**src/rfd_pkg.sv**
```systemverilog
package rfd_pkg;

   localparam int MAX_PAYLOAD = 2048;
   localparam int PAYLOAD_COUNT_W = $clog2(MAX_PAYLOAD + 1);
   localparam int LENGTH_W = 16;
   localparam int COMMAND_W = 16;
   localparam int BYTE_W = 8;
   localparam int CSR_DATA_W = 16;
   localparam int MATCH_W = 3;

   localparam logic [COMMAND_W-1:0] EDIT_CMD_RESET = 16'h1070;
   localparam logic [BYTE_W-1:0] FIELD_CAP_RESET = 8'd49;

   localparam logic [BYTE_W-1:0] HDR_FIRST = 8'h53;
   localparam logic [BYTE_W-1:0] COLON_CHAR = 8'h3A;
   localparam logic [MATCH_W-1:0] HDR_LEN = 3'd3;
   localparam logic [MATCH_W-1:0] TAIL_CHECK_LEN = 3'd3;
   localparam logic [MATCH_W-1:0] TAIL_LAST = 3'd4;

   typedef enum logic [2:0] {
      PH_HUNT = 3'd0,
      PH_CMD  = 3'd1,
      PH_LEN  = 3'd2,
      PH_BODY = 3'd3,
      PH_TAIL = 3'd4
   } phase_type;

   typedef enum logic [2:0] {
      K_NONE   = 3'd0,
      K_NAME   = 3'd1,
      K_VALUE  = 3'd2,
      K_DATA   = 3'd3,
      K_KEY    = 3'd4,
      K_ACCEPT = 3'd5,
      K_REJECT = 3'd6
   } kind_type;

   typedef enum logic [0:0] {
      REG_EDIT_CMD  = 1'b0,
      REG_FIELD_CAP = 1'b1
   } csr_index_type;

   typedef struct packed {
      logic [COMMAND_W-1:0] edit_cmd;
      logic [BYTE_W-1:0]    field_cap;
   } cfg_type;

   typedef struct packed {
      kind_type             kind;
      logic [BYTE_W-1:0]    out_byte;
      logic [COMMAND_W-1:0] frame_command;
   } result_type;

   function automatic logic [BYTE_W-1:0] hdr_byte(input logic [1:0] idx);
      logic [BYTE_W-1:0] b;
      case (idx)
         2'd0:    b = 8'h53;
         2'd1:    b = 8'h54;
         2'd2:    b = 8'h3C;
         default: b = 8'h00;
      endcase
      return b;
   endfunction

   function automatic logic [BYTE_W-1:0] tail_byte(input logic [1:0] idx);
      logic [BYTE_W-1:0] b;
      case (idx)
         2'd0:    b = 8'h3E;
         2'd1:    b = 8'h45;
         2'd2:    b = 8'h54;
         default: b = 8'h00;
      endcase
      return b;
   endfunction

endpackage

```
**src/rfd_csr.sv**
```systemverilog
module rfd_csr (
   input  logic                            clock,
   input  logic                            reset,
   input  logic                            csr_valid,
   output logic                            csr_ready,
   input  rfd_pkg::csr_index_type          csr_index,
   input  logic [rfd_pkg::CSR_DATA_W-1:0]  csr_wdata,
   output rfd_pkg::cfg_type                cfg
);

   rfd_pkg::cfg_type cfg_ff;
   rfd_pkg::cfg_type cfg_in;

   assign csr_ready = 1'b1;
   assign cfg = cfg_ff;

   always_comb begin
      cfg_in = cfg_ff;
      if (csr_valid) begin
         unique case (csr_index)
            rfd_pkg::REG_EDIT_CMD:  cfg_in.edit_cmd = csr_wdata;
            rfd_pkg::REG_FIELD_CAP: cfg_in.field_cap = csr_wdata[rfd_pkg::BYTE_W-1:0];
            default:                cfg_in = cfg_ff;
         endcase
      end
   end

   always_ff @(posedge clock) begin
      if (reset) begin
         cfg_ff.edit_cmd <= rfd_pkg::EDIT_CMD_RESET;
         cfg_ff.field_cap <= rfd_pkg::FIELD_CAP_RESET;
      end else begin
         cfg_ff <= cfg_in;
      end
   end

endmodule

```
**src/rfd_core.sv**
```systemverilog
module rfd_core (
   input  logic                        clock,
   input  logic                        reset,
   input  rfd_pkg::cfg_type            cfg,
   input  logic                        req_tvalid,
   output logic                        req_tready,
   input  logic [rfd_pkg::BYTE_W-1:0]  req_tdata,
   input  logic                        out_free,
   output logic                        adv,
   output rfd_pkg::result_type         result
);

   logic                                 in_valid_ff, in_valid_in;
   logic [rfd_pkg::BYTE_W-1:0]           in_byte_ff, in_byte_in;

   rfd_pkg::phase_type                   phase_ff, phase_in;
   logic [rfd_pkg::MATCH_W-1:0]          match_count_ff, match_count_in;
   logic [rfd_pkg::COMMAND_W-1:0]        command_reg_ff, command_reg_in;
   logic [rfd_pkg::LENGTH_W-1:0]         length_reg_ff, length_reg_in;
   logic [rfd_pkg::PAYLOAD_COUNT_W-1:0]  payload_count_ff, payload_count_in;
   logic                                 colon_seen_ff, colon_seen_in;
   logic [rfd_pkg::BYTE_W-1:0]           held_byte_ff, held_byte_in;
   logic [rfd_pkg::BYTE_W-1:0]           name_count_ff, name_count_in;
   logic [rfd_pkg::BYTE_W-1:0]           value_count_ff, value_count_in;
   logic                                 tail_ok_ff, tail_ok_in;

   logic                                 hdr_hit;
   logic [rfd_pkg::MATCH_W-1:0]          hunt_mc;
   logic [rfd_pkg::COMMAND_W-1:0]        command_new;
   logic [rfd_pkg::LENGTH_W-1:0]         length_new;
   logic                                 len_bad;
   logic [rfd_pkg::PAYLOAD_COUNT_W-1:0]  cnt_inc;
   logic                                 body_last;
   logic                                 is_edit;
   logic                                 tail_end;
   rfd_pkg::kind_type                    kind;
   logic [rfd_pkg::BYTE_W-1:0]           out_byte;

   assign adv = in_valid_ff && out_free;
   assign req_tready = !in_valid_ff || adv;

   always_comb begin
      in_valid_in = in_valid_ff;
      in_byte_in = in_byte_ff;
      if (req_tvalid && req_tready) begin
         in_valid_in = 1'b1;
         in_byte_in = req_tdata;
      end else if (adv) begin
         in_valid_in = 1'b0;
      end
   end

   assign hdr_hit = in_byte_ff == rfd_pkg::hdr_byte(match_count_ff[1:0]);
   assign hunt_mc = hdr_hit ? match_count_ff + 3'd1
                            : ((in_byte_ff == rfd_pkg::HDR_FIRST) ? 3'd1 : 3'd0);
   assign command_new = {command_reg_ff[rfd_pkg::BYTE_W-1:0], in_byte_ff};
   assign length_new = {length_reg_ff[rfd_pkg::BYTE_W-1:0], in_byte_ff};
   assign len_bad = (command_reg_ff == '0) || (length_new == '0)
                    || (length_new > rfd_pkg::LENGTH_W'(rfd_pkg::MAX_PAYLOAD));
   assign cnt_inc = payload_count_ff + 1'b1;
   assign body_last = rfd_pkg::LENGTH_W'(cnt_inc) >= length_reg_ff;
   assign is_edit = command_reg_ff == cfg.edit_cmd;
   assign tail_end = match_count_ff >= rfd_pkg::TAIL_LAST;

   always_comb begin
      phase_in = phase_ff;
      unique case (phase_ff)
         rfd_pkg::PH_HUNT: begin
            if (hunt_mc == rfd_pkg::HDR_LEN) phase_in = rfd_pkg::PH_CMD;
         end
         rfd_pkg::PH_CMD: begin
            if (match_count_ff != '0) phase_in = rfd_pkg::PH_LEN;
         end
         rfd_pkg::PH_LEN: begin
            if (match_count_ff != '0) phase_in = len_bad ? rfd_pkg::PH_HUNT : rfd_pkg::PH_BODY;
         end
         rfd_pkg::PH_BODY: begin
            if (body_last) phase_in = rfd_pkg::PH_TAIL;
         end
         rfd_pkg::PH_TAIL: begin
            if (tail_end) phase_in = rfd_pkg::PH_HUNT;
         end
         default: phase_in = rfd_pkg::PH_HUNT;
      endcase
   end

   always_comb begin
      match_count_in = match_count_ff;
      command_reg_in = command_reg_ff;
      length_reg_in = length_reg_ff;
      payload_count_in = payload_count_ff;
      colon_seen_in = colon_seen_ff;
      held_byte_in = held_byte_ff;
      name_count_in = name_count_ff;
      value_count_in = value_count_ff;
      tail_ok_in = tail_ok_ff;
      kind = rfd_pkg::K_NONE;
      out_byte = '0;
      unique case (phase_ff)
         rfd_pkg::PH_HUNT: begin
            match_count_in = (hunt_mc == rfd_pkg::HDR_LEN) ? 3'd0 : hunt_mc;
         end
         rfd_pkg::PH_CMD: begin
            command_reg_in = command_new;
            match_count_in = (match_count_ff == '0) ? 3'd1 : 3'd0;
         end
         rfd_pkg::PH_LEN: begin
            length_reg_in = length_new;
            match_count_in = (match_count_ff == '0) ? 3'd1 : 3'd0;
            if (match_count_ff != '0) begin
               if (len_bad) begin
                  kind = rfd_pkg::K_REJECT;
               end else begin
                  payload_count_in = '0;
                  colon_seen_in = 1'b0;
                  held_byte_in = '0;
                  name_count_in = '0;
                  value_count_in = '0;
               end
            end
         end
         rfd_pkg::PH_BODY: begin
            if (is_edit) begin
               if (!colon_seen_ff) begin
                  if (in_byte_ff == rfd_pkg::COLON_CHAR) begin
                     colon_seen_in = 1'b1;
                  end else begin
                     if ((payload_count_ff >= 2) && (name_count_ff < cfg.field_cap)) begin
                        kind = rfd_pkg::K_NAME;
                        out_byte = held_byte_ff;
                        name_count_in = name_count_ff + 8'd1;
                     end
                     held_byte_in = in_byte_ff;
                  end
               end else if (value_count_ff < cfg.field_cap) begin
                  kind = rfd_pkg::K_VALUE;
                  out_byte = in_byte_ff;
                  value_count_in = value_count_ff + 8'd1;
               end
            end else begin
               kind = body_last ? rfd_pkg::K_KEY : rfd_pkg::K_DATA;
               out_byte = in_byte_ff;
            end
            payload_count_in = cnt_inc;
            if (body_last) begin
               match_count_in = '0;
               tail_ok_in = 1'b1;
            end
         end
         rfd_pkg::PH_TAIL: begin
            if ((match_count_ff < rfd_pkg::TAIL_CHECK_LEN)
                && (in_byte_ff != rfd_pkg::tail_byte(match_count_ff[1:0]))) begin
               tail_ok_in = 1'b0;
            end
            if (tail_end) begin
               kind = tail_ok_in ? rfd_pkg::K_ACCEPT : rfd_pkg::K_REJECT;
               match_count_in = '0;
            end else begin
               match_count_in = match_count_ff + 3'd1;
            end
         end
         default: begin
            match_count_in = '0;
         end
      endcase
   end

   always_comb begin
      result.kind = kind;
      result.out_byte = out_byte;
      result.frame_command = (kind == rfd_pkg::K_NONE) ? '0 : command_reg_in;
   end

   always_ff @(posedge clock) begin
      in_byte_ff <= in_byte_in;
      if (reset) begin
         in_valid_ff <= 1'b0;
         phase_ff <= rfd_pkg::PH_HUNT;
         match_count_ff <= '0;
         command_reg_ff <= '0;
         length_reg_ff <= '0;
         payload_count_ff <= '0;
         colon_seen_ff <= 1'b0;
         held_byte_ff <= '0;
         name_count_ff <= '0;
         value_count_ff <= '0;
         tail_ok_ff <= 1'b1;
      end else begin
         in_valid_ff <= in_valid_in;
         if (adv) begin
            phase_ff <= phase_in;
            match_count_ff <= match_count_in;
            command_reg_ff <= command_reg_in;
            length_reg_ff <= length_reg_in;
            payload_count_ff <= payload_count_in;
            colon_seen_ff <= colon_seen_in;
            held_byte_ff <= held_byte_in;
            name_count_ff <= name_count_in;
            value_count_ff <= value_count_in;
            tail_ok_ff <= tail_ok_in;
         end
      end
   end

   a_hunt_count: assert property (@(posedge clock) disable iff (reset)
      (phase_ff == rfd_pkg::PH_HUNT) |-> (match_count_ff < rfd_pkg::HDR_LEN))
      else $error("header match count out of range");

   a_body_count: assert property (@(posedge clock) disable iff (reset)
      (phase_ff == rfd_pkg::PH_BODY) |->
         (rfd_pkg::LENGTH_W'(payload_count_ff) < length_reg_ff))
      else $error("payload count passed frame length");

   a_tail_count: assert property (@(posedge clock) disable iff (reset)
      (phase_ff == rfd_pkg::PH_TAIL) |-> (match_count_ff <= rfd_pkg::TAIL_LAST))
      else $error("tail count out of range");

   a_tail_entry: assert property (@(posedge clock) disable iff (reset)
      (adv && (phase_ff == rfd_pkg::PH_BODY) && body_last) |=>
         ((phase_ff == rfd_pkg::PH_TAIL) && tail_ok_ff && (match_count_ff == '0)))
      else $error("tail not entered cleanly");

endmodule

```
**src/rfd_out.sv**
```systemverilog
module rfd_out (
   input  logic                 clock,
   input  logic                 reset,
   input  logic                 adv,
   input  rfd_pkg::result_type  result,
   output logic                 out_free,
   output logic                 rsp_tvalid,
   input  logic                 rsp_tready,
   output logic [23:0]          rsp_tdata,
   output logic [2:0]           rsp_tuser
);

   logic                 rsp_valid_ff, rsp_valid_in;
   rfd_pkg::result_type  rsp_word_ff, rsp_word_in;

   assign out_free = !rsp_valid_ff || rsp_tready;
   assign rsp_tvalid = rsp_valid_ff;
   assign rsp_tdata = {rsp_word_ff.frame_command, rsp_word_ff.out_byte};
   assign rsp_tuser = rsp_word_ff.kind;

   always_comb begin
      rsp_valid_in = rsp_valid_ff;
      rsp_word_in = rsp_word_ff;
      if (adv) begin
         rsp_valid_in = 1'b1;
         rsp_word_in = result;
      end else if (rsp_tready) begin
         rsp_valid_in = 1'b0;
      end
   end

   always_ff @(posedge clock) begin
      rsp_word_ff <= rsp_word_in;
      if (reset) begin
         rsp_valid_ff <= 1'b0;
      end else begin
         rsp_valid_ff <= rsp_valid_in;
      end
   end

   a_none_empty: assert property (@(posedge clock) disable iff (reset)
      (rsp_valid_ff && (rsp_word_ff.kind == rfd_pkg::K_NONE)) |->
         ((rsp_word_ff.frame_command == '0) && (rsp_word_ff.out_byte == '0)))
      else $error("empty word carries data");

   a_load_free: assert property (@(posedge clock) disable iff (reset)
      adv |-> out_free)
      else $error("result loaded over a held word");

   a_status_empty: assert property (@(posedge clock) disable iff (reset)
      (rsp_valid_ff && ((rsp_word_ff.kind == rfd_pkg::K_ACCEPT)
                        || (rsp_word_ff.kind == rfd_pkg::K_REJECT)))
         |-> (rsp_word_ff.out_byte == '0))
      else $error("status word carries a byte");

endmodule

```
**src/display_reply_frame_deframer_unit.sv**
```systemverilog
// A word taken on req reaches rsp through the input register and then the result register.
// Throughput: one word per cycle while rsp_tready stays high; every req word gives exactly one rsp word.
// A held rsp word does not stop req while the input register is free.
// Reset (synchronous, active high): header hunt, counters cleared, tail flag set,
// edit command 0x1070 and field cap 49 restored, both channels empty.
module display_reply_frame_deframer_unit (
   input  logic                            clock,
   input  logic                            reset,
   input  logic                            req_tvalid,
   output logic                            req_tready,
   input  logic [7:0]                      req_tdata,   // [7:0] rx_byte
   output logic                            rsp_tvalid,
   input  logic                            rsp_tready,
   output logic [23:0]                     rsp_tdata,   // [7:0] out_byte, [23:8] frame_command
   output logic [2:0]                      rsp_tuser,   // [2:0] kind
   input  logic                            csr_valid,
   output logic                            csr_ready,
   input  rfd_pkg::csr_index_type          csr_index,
   input  logic [rfd_pkg::CSR_DATA_W-1:0]  csr_wdata
);

   rfd_pkg::cfg_type     cfg;
   rfd_pkg::result_type  result;
   logic                 adv;
   logic                 out_free;

   rfd_csr u_csr (
      .clock     (clock),
      .reset     (reset),
      .csr_valid (csr_valid),
      .csr_ready (csr_ready),
      .csr_index (csr_index),
      .csr_wdata (csr_wdata),
      .cfg       (cfg)
   );

   rfd_core u_core (
      .clock      (clock),
      .reset      (reset),
      .cfg        (cfg),
      .req_tvalid (req_tvalid),
      .req_tready (req_tready),
      .req_tdata  (req_tdata),
      .out_free   (out_free),
      .adv        (adv),
      .result     (result)
   );

   rfd_out u_out (
      .clock      (clock),
      .reset      (reset),
      .adv        (adv),
      .result     (result),
      .out_free   (out_free),
      .rsp_tvalid (rsp_tvalid),
      .rsp_tready (rsp_tready),
      .rsp_tdata  (rsp_tdata),
      .rsp_tuser  (rsp_tuser)
   );

endmodule

```
**config.mk**
```make
export PLATFORM = sky130hd
export DESIGN_NAME = display_reply_frame_deframer_unit
export DESIGN_NICKNAME = d
export VERILOG_FILES = /design/src/rfd_pkg.sv /design/src/rfd_csr.sv /design/src/rfd_core.sv /design/src/rfd_out.sv /design/src/display_reply_frame_deframer_unit.sv
export SDC_FILE = /design/constraint.sdc
export NUM_CORES = 1
export LEC_CHECK = 0
export BUFFER_PORTS_ARGS = -buffer_cell sky130_fd_sc_hd__buf_2
export CELL_PAD_IN_SITES_DETAIL_PLACEMENT = 0
export CELL_PAD_IN_SITES_GLOBAL_PLACEMENT = 1
export CORE_MARGIN = 8
export CORE_UTILIZATION = 50
export DETAILED_ROUTE_END_ITERATION = 7
export PLACE_DENSITY_LB_ADDON = 0.1
export SYNTH_ARGS = -nofsm -noshare
export SYNTH_HDL_FRONTEND = slang
export SYNTH_HIERARCHICAL = 1
export SYNTH_SLANG_ARGS = --single-unit
```
**constraint.sdc**
```tcl
create_clock -name clock -period 4.5 [get_ports clock]
set_input_delay 0.225 -clock clock [delete_from_list [all_inputs] [get_ports clock]]
set_output_delay 0.225 -clock clock [all_outputs]
set_load 0.005 [all_outputs]
```
==> metrics.log, run 1 <==
[metrics] initial antenna violation count: 0
[metrics] # DRC: 0
[metrics] number of vias per cell after detailed routing: 5.62
[metrics] die height: 136 um
[metrics] number of inserted diodes: 0
[metrics] fill cell count: 1,206
[metrics] maximum level of the CTS H-tree: 4
[metrics] Seq cells post-synth: 137
[metrics] via count of the first global-routing pass: 5,482
[metrics] Hold Vio Cnt, Final: 0
[metrics] number of cells in the design after placement: 981
[metrics] DRC violation total after the first TritonRoute iteration: 429
[metrics] post-route clock period utilization: 76.9%
[metrics] switching share of power: 23.9%
[metrics] flip-flop and latch area: 3090 um2
[metrics] worst endpoint data arrival time: 3.63 ns
[metrics] final number of setup-violating endpoints: 0
[metrics] cell family with most CP delay: compound AO/OA/AOI/OAI gates
[metrics] source of the worst hold timing path: req_tvalid
[metrics] buffering stage count on the worst path with inverters included: 0
[metrics] IO Count: 60
[metrics] maximum number of pins on one net before global-route repair: 43
[metrics] Max-Cap Viols: 0
[metrics] proportion of power drawn by combinational gates: 5.2%
[metrics] area enclosed by the die boundary: 18,400 um2
[metrics] part of the power in registers: 46.4%
[metrics] prevailing post-synth register cell: sky130_fd_sc_hd__dfxtp_1
[metrics] worst clock skew on the final layout: 0.00838 ns
[metrics] worst slack on hold paths: 0.0618 ns
[metrics] hold worst-path end: u_core/in_valid_ff
[metrics] Leak Pwr: 0.00323 uW
[metrics] Power Internal: 2160 uW
[metrics] total length of routed wires: 17,300 um
[metrics] Slowest cell on crit path: sky130_fd_sc_hd__o21ai_1
[metrics] Max Fclk: 289 MHz
[metrics] root buffer cell: sky130_fd_sc_hd__clkbuf_16
[metrics] Unique masters post-synth: 73
[metrics] instance count of the mapped netlist: 777
[metrics] Worst EP required: 4.67 ns
[metrics] nature of the critical path endpoint: register
[metrics] synthesis warning total: 6
[metrics] die outline width: 136 um
[metrics] weighted congestion reported at the end of routability-driven placement: 0.857
[metrics] cells traversed along the worst timing path: ha_1 -> and3_1 -> and3_1 -> nand3_1 -> xnor2_1 -> ha_1 -> o21a_1 -> o21ai_0 -> a21oi_1 -> nand2_1 -> o21ai_1 -> o21bai_1 -> a32o_1
[metrics] setup repair after global routing missed its margin: no
[metrics] Post-synth EDFFs: 35
[metrics] placed wire-length estimate after detailed placement: 12,500 um
[metrics] clock-pin slew on the worst setup and hold paths: 0.06 ns
[metrics] overflow left after global routing: 0
[metrics] GRT Overall Usage: 19.3%
[metrics] mean instance size in the synthesized netlist: 9.23 um2
[metrics] area of the multi-input gates: 3750 um2
[metrics] initial core utilization: 51.5%
[metrics] Worst Setup Start Kind: register
[metrics] most repeated cell in the gate-level netlist after synthesis: sky130_fd_sc_hd__dfxtp_1
[metrics] switching component of the power: 677 uW
[metrics] summed negative setup slack over all endpoints: 0 ns
[metrics] fraction of registers with async set or reset after synthesis: 0%
[metrics] area share of the largest cell type after synthesis: 28.5%
[metrics] critical path start-end classification: reg -> reg
[metrics] maximum resistive drop on vdd: 0.422 mV
[metrics] transition time at the pin with the least slew margin: 1.08 ns
[metrics] utilization after layout: 58.9%
[metrics] clock power share: 48.4%
[metrics] Worst Reg2Reg Path Length in Cells: 13
[metrics] number of placement rows: 43
[metrics] Longest Clk Path Bufs: 2
[metrics] Area contributors post-synth: sky130_fd_sc_hd__dfxtp_1 28%, sky130_fd_sc_hd__edfxtp_1 15%, sky130_fd_sc_hd__ha_1 6.3%
[metrics] clock tree from TritonCTS: yes
[metrics] Layout Area Growth over Synthesis: 14.4%
[metrics] result of the run: finished clean
[metrics] Final Critical Period: 3.46 ns
[metrics] crit-path max FO: 8
[metrics] post-synthesis instance area: 7170 um2
[metrics] TritonCTS Buffers: 17
[metrics] r2r setup slk: 1.04 ns
[metrics] hold-critical path depth: 3
[metrics] clock tree sinks: 137
[metrics] total number of nets in the final design: 894
[metrics] Slew headroom: 27.8%
[metrics] Synth top cells by count: 102 x sky130_fd_sc_hd__dfxtp_1, 78 x sky130_fd_sc_hd__nand2_1, 72 x sky130_fd_sc_hd__nor2_1
[metrics] launching point of the worst reg2reg path: u_core/payload_count_ff[0]
[metrics] Critical R2R Capture: u_out/rsp_tuser[0]
[metrics] number of non-filler instances in the completed layout: 1,021
[metrics] proportion of synthesized chip area in sequential cells: 43.1%
[metrics] source-to-sink clock delay at the later pin of the worst-skew pair: 0.42 ns
[metrics] detailed-router iteration count before antenna repair: 5
[metrics] largest stage delay on the critical path: 0.54 ns
[metrics] Synthesized Nets: 843
[metrics] DR WL/cell: 16.9 um
[metrics] layout cell share with drive strength beyond 1: 13.9%
[metrics] port bufs: 58
[metrics] core footprint: 13,900 um2
[metrics] worst hold path class: in -> reg
[metrics] first-pass GRT wire length: 28,400 um
[metrics] total vias in the final route: 5,736
[metrics] top cell type by total area after synthesis: sky130_fd_sc_hd__dfxtp_1
[metrics] number of pins exceeding their max-slew limit in the final report: 0
[metrics] buffer count from post-CTS setup fixing: 0
[metrics] ANT nets after route: 0
[metrics] cell area power density: 346 nW/um2
[worst reg2reg max path: stages (launching register included)]
cell and delay (ns):
sky130_fd_sc_hd__dfxtp_1 0.42, sky130_fd_sc_hd__ha_1 0.26, sky130_fd_sc_hd__and3_1 0.26, sky130_fd_sc_hd__and3_1 0.28
sky130_fd_sc_hd__nand3_1 0.12, sky130_fd_sc_hd__xnor2_1 0.16, sky130_fd_sc_hd__ha_1 0.30, sky130_fd_sc_hd__o21a_1 0.11
sky130_fd_sc_hd__o21ai_0 0.07, sky130_fd_sc_hd__a21oi_1 0.20, sky130_fd_sc_hd__nand2_1 0.07, sky130_fd_sc_hd__o21ai_1 0.54
sky130_fd_sc_hd__o21bai_1 0.15, sky130_fd_sc_hd__a32o_1 0.25
[cell type report]
cell class                 instances  area share [%]
multi-input combinational        567            45.7
sequential                       137            37.7
clock buffer                      18            5.49
timing repair buffer              74            5.25
tap                              180            2.74
clock inverter                    14            1.71
inverter                          31            1.42
[state kept, by name, summed over array words and instances, names as in the netlist]
name                     flops
u_csr/cfg                   24
u_out/rsp_tdata             24
u_core/command_reg_ff       16
u_core/length_reg_ff        16
u_core/payload_count_ff     12
u_core/held_byte_ff          8
u_core/in_byte_ff            8
u_core/name_count_ff         8
u_core/value_count_ff        8
u_core/match_count_ff        3
u_core/phase_ff              3
u_out/rsp_tuser              3
u_core/colon_seen_ff         1
u_core/in_valid_ff           1
u_core/tail_ok_ff            1
u_out/rsp_tvalid             1
[power groups by stage]
stage	registers [uW]	clock network (uW)	logic, uW
3_3_place_gp	1340	0	140
2_1_floorplan	1330	0	105
3_5_place_dp	1340	0	143
6_report	1310	1370	148
4_1_cts	1310	1400	149
5_1_grt	1320	1450	165
[placed cells by master, fill, tap and decap left out, drive strengths merged, types with 4 or more instances in the layout]
master	Yosys	final
dfxtp	102	102
nand2	80	80
nor2	72	72
buf	19	66
a21oi	60	60
ha	36	36
edfxtp	35	35
inv	31	35
mux2i	34	34
nand2b	32	32
o21ai	30	30
xnor2	21	21
nor2b	20	20
clkbuf	23	18
nand3	13	13
xor2	13	13
a22oi	13	13
nor4	13	13
nand4	12	12
and3	11	11
or3	9	9
dlygate4sd3	0	8
nand3b	8	8
o21a	7	7
nor3	7	7
nand4bb	7	7
a21o	7	7
and2	6	6
a211oi	6	6
o31ai	6	6
clkinv	0	6
or4	4	4
[worst max-delay path by stage]
stage                    endpoint                        from  cells past startpoint  slack, ns
2_1_floorplan  u_out/rsp_tuser[0]  u_core/payload_count_ff[0]                     14       1.55
3_3_place_gp   u_out/rsp_tuser[0]  u_core/payload_count_ff[0]                     13       1.23
3_5_place_dp   u_out/rsp_tuser[0]  u_core/payload_count_ff[0]                     13       1.10
4_1_cts        u_out/rsp_tuser[0]  u_core/payload_count_ff[0]                     13       1.07
5_1_grt        u_out/rsp_tuser[1]  u_core/payload_count_ff[0]                     13       0.80
6_report       u_out/rsp_tuser[0]  u_core/payload_count_ff[0]                     13       1.04
[metal layers]
| metal | vias to the layer above | GRT usage [%] | share of wire, % |
|---|---|---|---|
| li1 | 2849 | - | - |
| met3 | 15 | 4.15 | 5.7 |
| met2 | 152 | 29.7 | 45 |
| met4 | 0 | 6.66 | 1.2 |
| met5 | - | 0 | 0 |
| met1 | 2720 | 26.1 | 48 |
[cells by family (layout without fill, tap and decap cells)]
kind of cell,count (synthesis),count (layout),synth area share [%]
AND/OR/NAND/NOR,305,305,22.7
AO/OA/AOI/OAI,156,156,14.1
flip-flops,137,137,43.1
buffers and inverters,73,137,4.60
adder cells (fa/ha/maj),36,36,6.28
multiplexers,35,35,4.90
XOR/XNOR,34,34,4.15
other,1,1,0.0523
[repair_timing]
item / CTS / global route
hold buffers: 8 / 0
hold endpoints to repair: 8 / 0
gates resized for setup: 0 / 0
[metrics by stage]
step                      cell area, um2  total power [uW]  setup WS (ns)
after CTS                           8210              2860           1.07
after global routing                8210              2930          0.799
after floorplan                     7170              1430           1.55
after global placement              7530              1480           1.23
final                               8210              2840           1.04
after detailed placement            7530              1480           1.10
Power figures use the tool's default switching activity.
==> run 2: changes to the inputs <==
Settings changed: CORE_UTILIZATION 50 to 46.
Clock period 4.5 ns to 3.3 ns, I/O delays scaled along.
==> metrics.log, run 2 (same netlist as run 1, synthesis figures left out) <==
[metrics] initial antenna violation count: 0 (unchanged)
[metrics] Final Critical Period: 3.08 ns (-0.381 ns)
[metrics] most common cell after layout, fill and taps aside: sky130_fd_sc_hd__dfxtp_1
[metrics] Hold Vio Cnt, Final: 0 (unchanged)
[metrics] # DRC: 0 (unchanged)
[metrics] maximum number of pins on one net before global-route repair: 62 (+44%)
[metrics] maximum resistive drop on vdd: 0.367 mV (-13%)
[metrics] die outline width: 141 um (+3.8%)
[metrics] detailed-router iteration count before antenna repair: 5 (unchanged)
[metrics] cell area power density: 458 nW/um2 (+33%)
[metrics] transition time at the pin with the least slew margin: 1.02 ns (-0.0622 ns)
[metrics] Area after DPL: 7650 um2 (+1.5%)
[metrics] ANT nets after route: 0 (unchanged)
[metrics] nature of the critical path endpoint: register
[metrics] final standard cell area without fillers: 8350 um2 (+1.7%)
[metrics] source of the worst hold timing path: csr_wdata[8]
[metrics] via count of the first global-routing pass: 5,570 (+1.6%)
[metrics] number of inserted diodes: 0 (unchanged)
[metrics] summed negative setup slack over all endpoints: 0 ns (unchanged)
[metrics] final number of setup-violating endpoints: 0 (unchanged)
[metrics] crit-path max FO: 8 (unchanged)
[metrics] worst hold path class: in -> reg
[metrics] number of cells in the design after placement: 1,001 (+2.0%)
[metrics] area enclosed by the die boundary: 19,800 um2 (+7.7%)
[metrics] Worst EP required: 3.48 ns (-1.19 ns)
[metrics] overall power: 3820 uW (+35%)
[metrics] number of vias per cell after detailed routing: 5.55 (-1.1%)
[metrics] Max Fclk: 325 MHz (+12%)
[metrics] root buffer cell: sky130_fd_sc_hd__clkbuf_16
[metrics] number of non-filler instances in the completed layout: 1,045 (+2.4%)
[metrics] hold-critical path depth: 3 (unchanged)
[metrics] core footprint: 15,200 um2 (+9.1%)
[metrics] worst endpoint data arrival time: 3.26 ns (-0.37 ns)
[metrics] total vias in the final route: 5,804 (+1.2%)
[metrics] first-pass GRT wire length: 29,000 um (+2.2%)
[metrics] leading cell types in the layout, fill and taps excluded: 102 x sky130_fd_sc_hd__dfxtp_1, 78 x sky130_fd_sc_hd__nand2_1, 72 x sky130_fd_sc_hd__nor2_1
[metrics] DRC violation total after the first TritonRoute iteration: 400 (-6.8%)
[metrics] worst clock skew on the final layout: 0.00757 ns (-0.000810 ns)
[metrics] Layout Area Growth over Synthesis: 16.4%
[metrics] die height: 141 um (+3.8%)
[metrics] GRT Overall Usage: 18.3% (-1.0 points)
[metrics] clock tree from TritonCTS: yes
[metrics] post-route clock period utilization: 93.3% (+16 points)
[metrics] Worst Setup Start Kind: register
[metrics] clock-pin slew on the worst setup and hold paths: 0.06 ns (about the same)
[metrics] Leak Pwr: 0.00331 uW (+2.5%)
[metrics] result of the run: finished clean
[metrics] layout cell share with drive strength beyond 1: 15.4% (+1.5 points)
[metrics] hold worst-path end: u_csr/cfg[16]
[metrics] Slew headroom: 32.1% (+4.3 points)
[metrics] Longest Clk Path Bufs: 2 (unchanged)
[metrics] overflow left after global routing: 0 (unchanged)
[metrics] Critical R2R Capture: u_out/rsp_tuser[2]
[metrics] Worst Reg2Reg Path Length in Cells: 13 (unchanged)
[metrics] critical path start-end classification: reg -> reg
[metrics] placed wire-length estimate after detailed placement: 13,000 um (+3.9%)
[metrics] TritonCTS Buffers: 17 (unchanged)
[metrics] clock tree sinks: 137 (unchanged)
[metrics] total number of nets in the final design: 910 (+1.8%)
[metrics] IO Count: 60 (unchanged)
[metrics] number of pins exceeding their max-slew limit in the final report: 0 (unchanged)
[metrics] port bufs: 58 (unchanged)
[metrics] worst slack on hold paths: 0.0222 ns (-0.0396 ns)
[metrics] Max-Cap Viols: 0 (unchanged)
[metrics] number of placement rows: 45 (+4.7%)
[metrics] initial core utilization: 47.2% (-4.3 points)
[metrics] DR WL/cell: 17.2 um (+1.4%)
[metrics] source-to-sink clock delay at the later pin of the worst-skew pair: 0.42 ns (about the same)
[metrics] total length of routed wires: 17,900 um (+3.8%)
[metrics] maximum level of the CTS H-tree: 4 (unchanged)
[metrics] r2r setup slk: 0.22 ns (-0.82 ns)
[metrics] weighted congestion reported at the end of routability-driven placement: 0.846 (-1.3%)
[metrics] launching point of the worst reg2reg path: u_core/payload_count_ff[0]
-- run 2: layout make-up --
type,count,area [um2]
well taps,188,235
inverters,31,116
clock inverters,15,139
fillers,1423,6850
clock buffers,17,425
multi-input cells,567,3770
repair buffers,90,573
flip-flops and latches,137,3090
-- run 2: layer usage --
metal  part of all wire (%)  up-vias  global-route usage (%)
met5                      0        -                       0
met4                    1.5        0                    5.94
met3                    4.0       20                    3.98
met2                     45      123                    28.5
met1                     50     2779                    24.7
li1                       -     2882                       -
-- run 2: through the flow --
step | setup slack, ns | utilization [%]
after global placement | 0.158 | 50.3
after CTS | 0.162 | 54.8
after floorplan | 0.355 | -
after global routing | -0.00157 | 54.9
after detailed placement | -0.00866 | 50.3
final | 0.222 | 54.9
-- run 2: how the worst max path moves through the flow --
| stage | startpoint | end | slack [ns] | depth (start not counted) |
|---|---|---|---|---|
| detailed placement | u_core/payload_count_ff[0] | u_out/rsp_tuser[1] | -0.009 | 13 |
| global route | u_core/payload_count_ff[0] | u_out/rsp_tuser[2] | -0.002 | 12 |
| floorplan | u_core/payload_count_ff[0] | u_out/rsp_tuser[0] | 0.35 | 14 |
| global placement | u_core/payload_count_ff[0] | u_out/rsp_tuser[0] | 0.16 | 13 |
| CTS | u_core/payload_count_ff[0] | u_out/rsp_tuser[1] | 0.16 | 13 |
| finish | u_core/payload_count_ff[0] | u_out/rsp_tuser[2] | 0.22 | 13 |
-- run 2: power by group --
part           switching (uW)  leakage, uW  internal [uW]  total [uW]
Sequential               26.8      0.00117           1760        1780
Combinational             125      0.00187           96.8         222
Clock                     769     0.000276           1050        1820
Total                     921      0.00331           2900        3820
-- run 2: critical path, stage by stage, from the launching register on --
cell and delay [ns]:
sky130_fd_sc_hd__dfxtp_1 0.42, sky130_fd_sc_hd__and3_1 0.26, sky130_fd_sc_hd__and3_1 0.29, sky130_fd_sc_hd__nand3_2 0.16
sky130_fd_sc_hd__nor2_1 0.16, sky130_fd_sc_hd__xor2_1 0.22, sky130_fd_sc_hd__ha_1 0.27, sky130_fd_sc_hd__o21a_1 0.16
sky130_fd_sc_hd__o21ai_0 0.14, sky130_fd_sc_hd__a21oi_1 0.11, sky130_fd_sc_hd__o31ai_1 0.13, sky130_fd_sc_hd__o21ai_4 0.17
sky130_fd_sc_hd__nor2b_1 0.18, sky130_fd_sc_hd__a21o_1 0.17
-- run 2: repair_timing --
item	in CTS	in global routing
setup endpoints to repair	1	5
resized for setup	1	2
hold buffers	12	0
endpoints found under the hold margin	12	0
pin swaps	0	0
cloned	0	0
buffers inserted	0	0
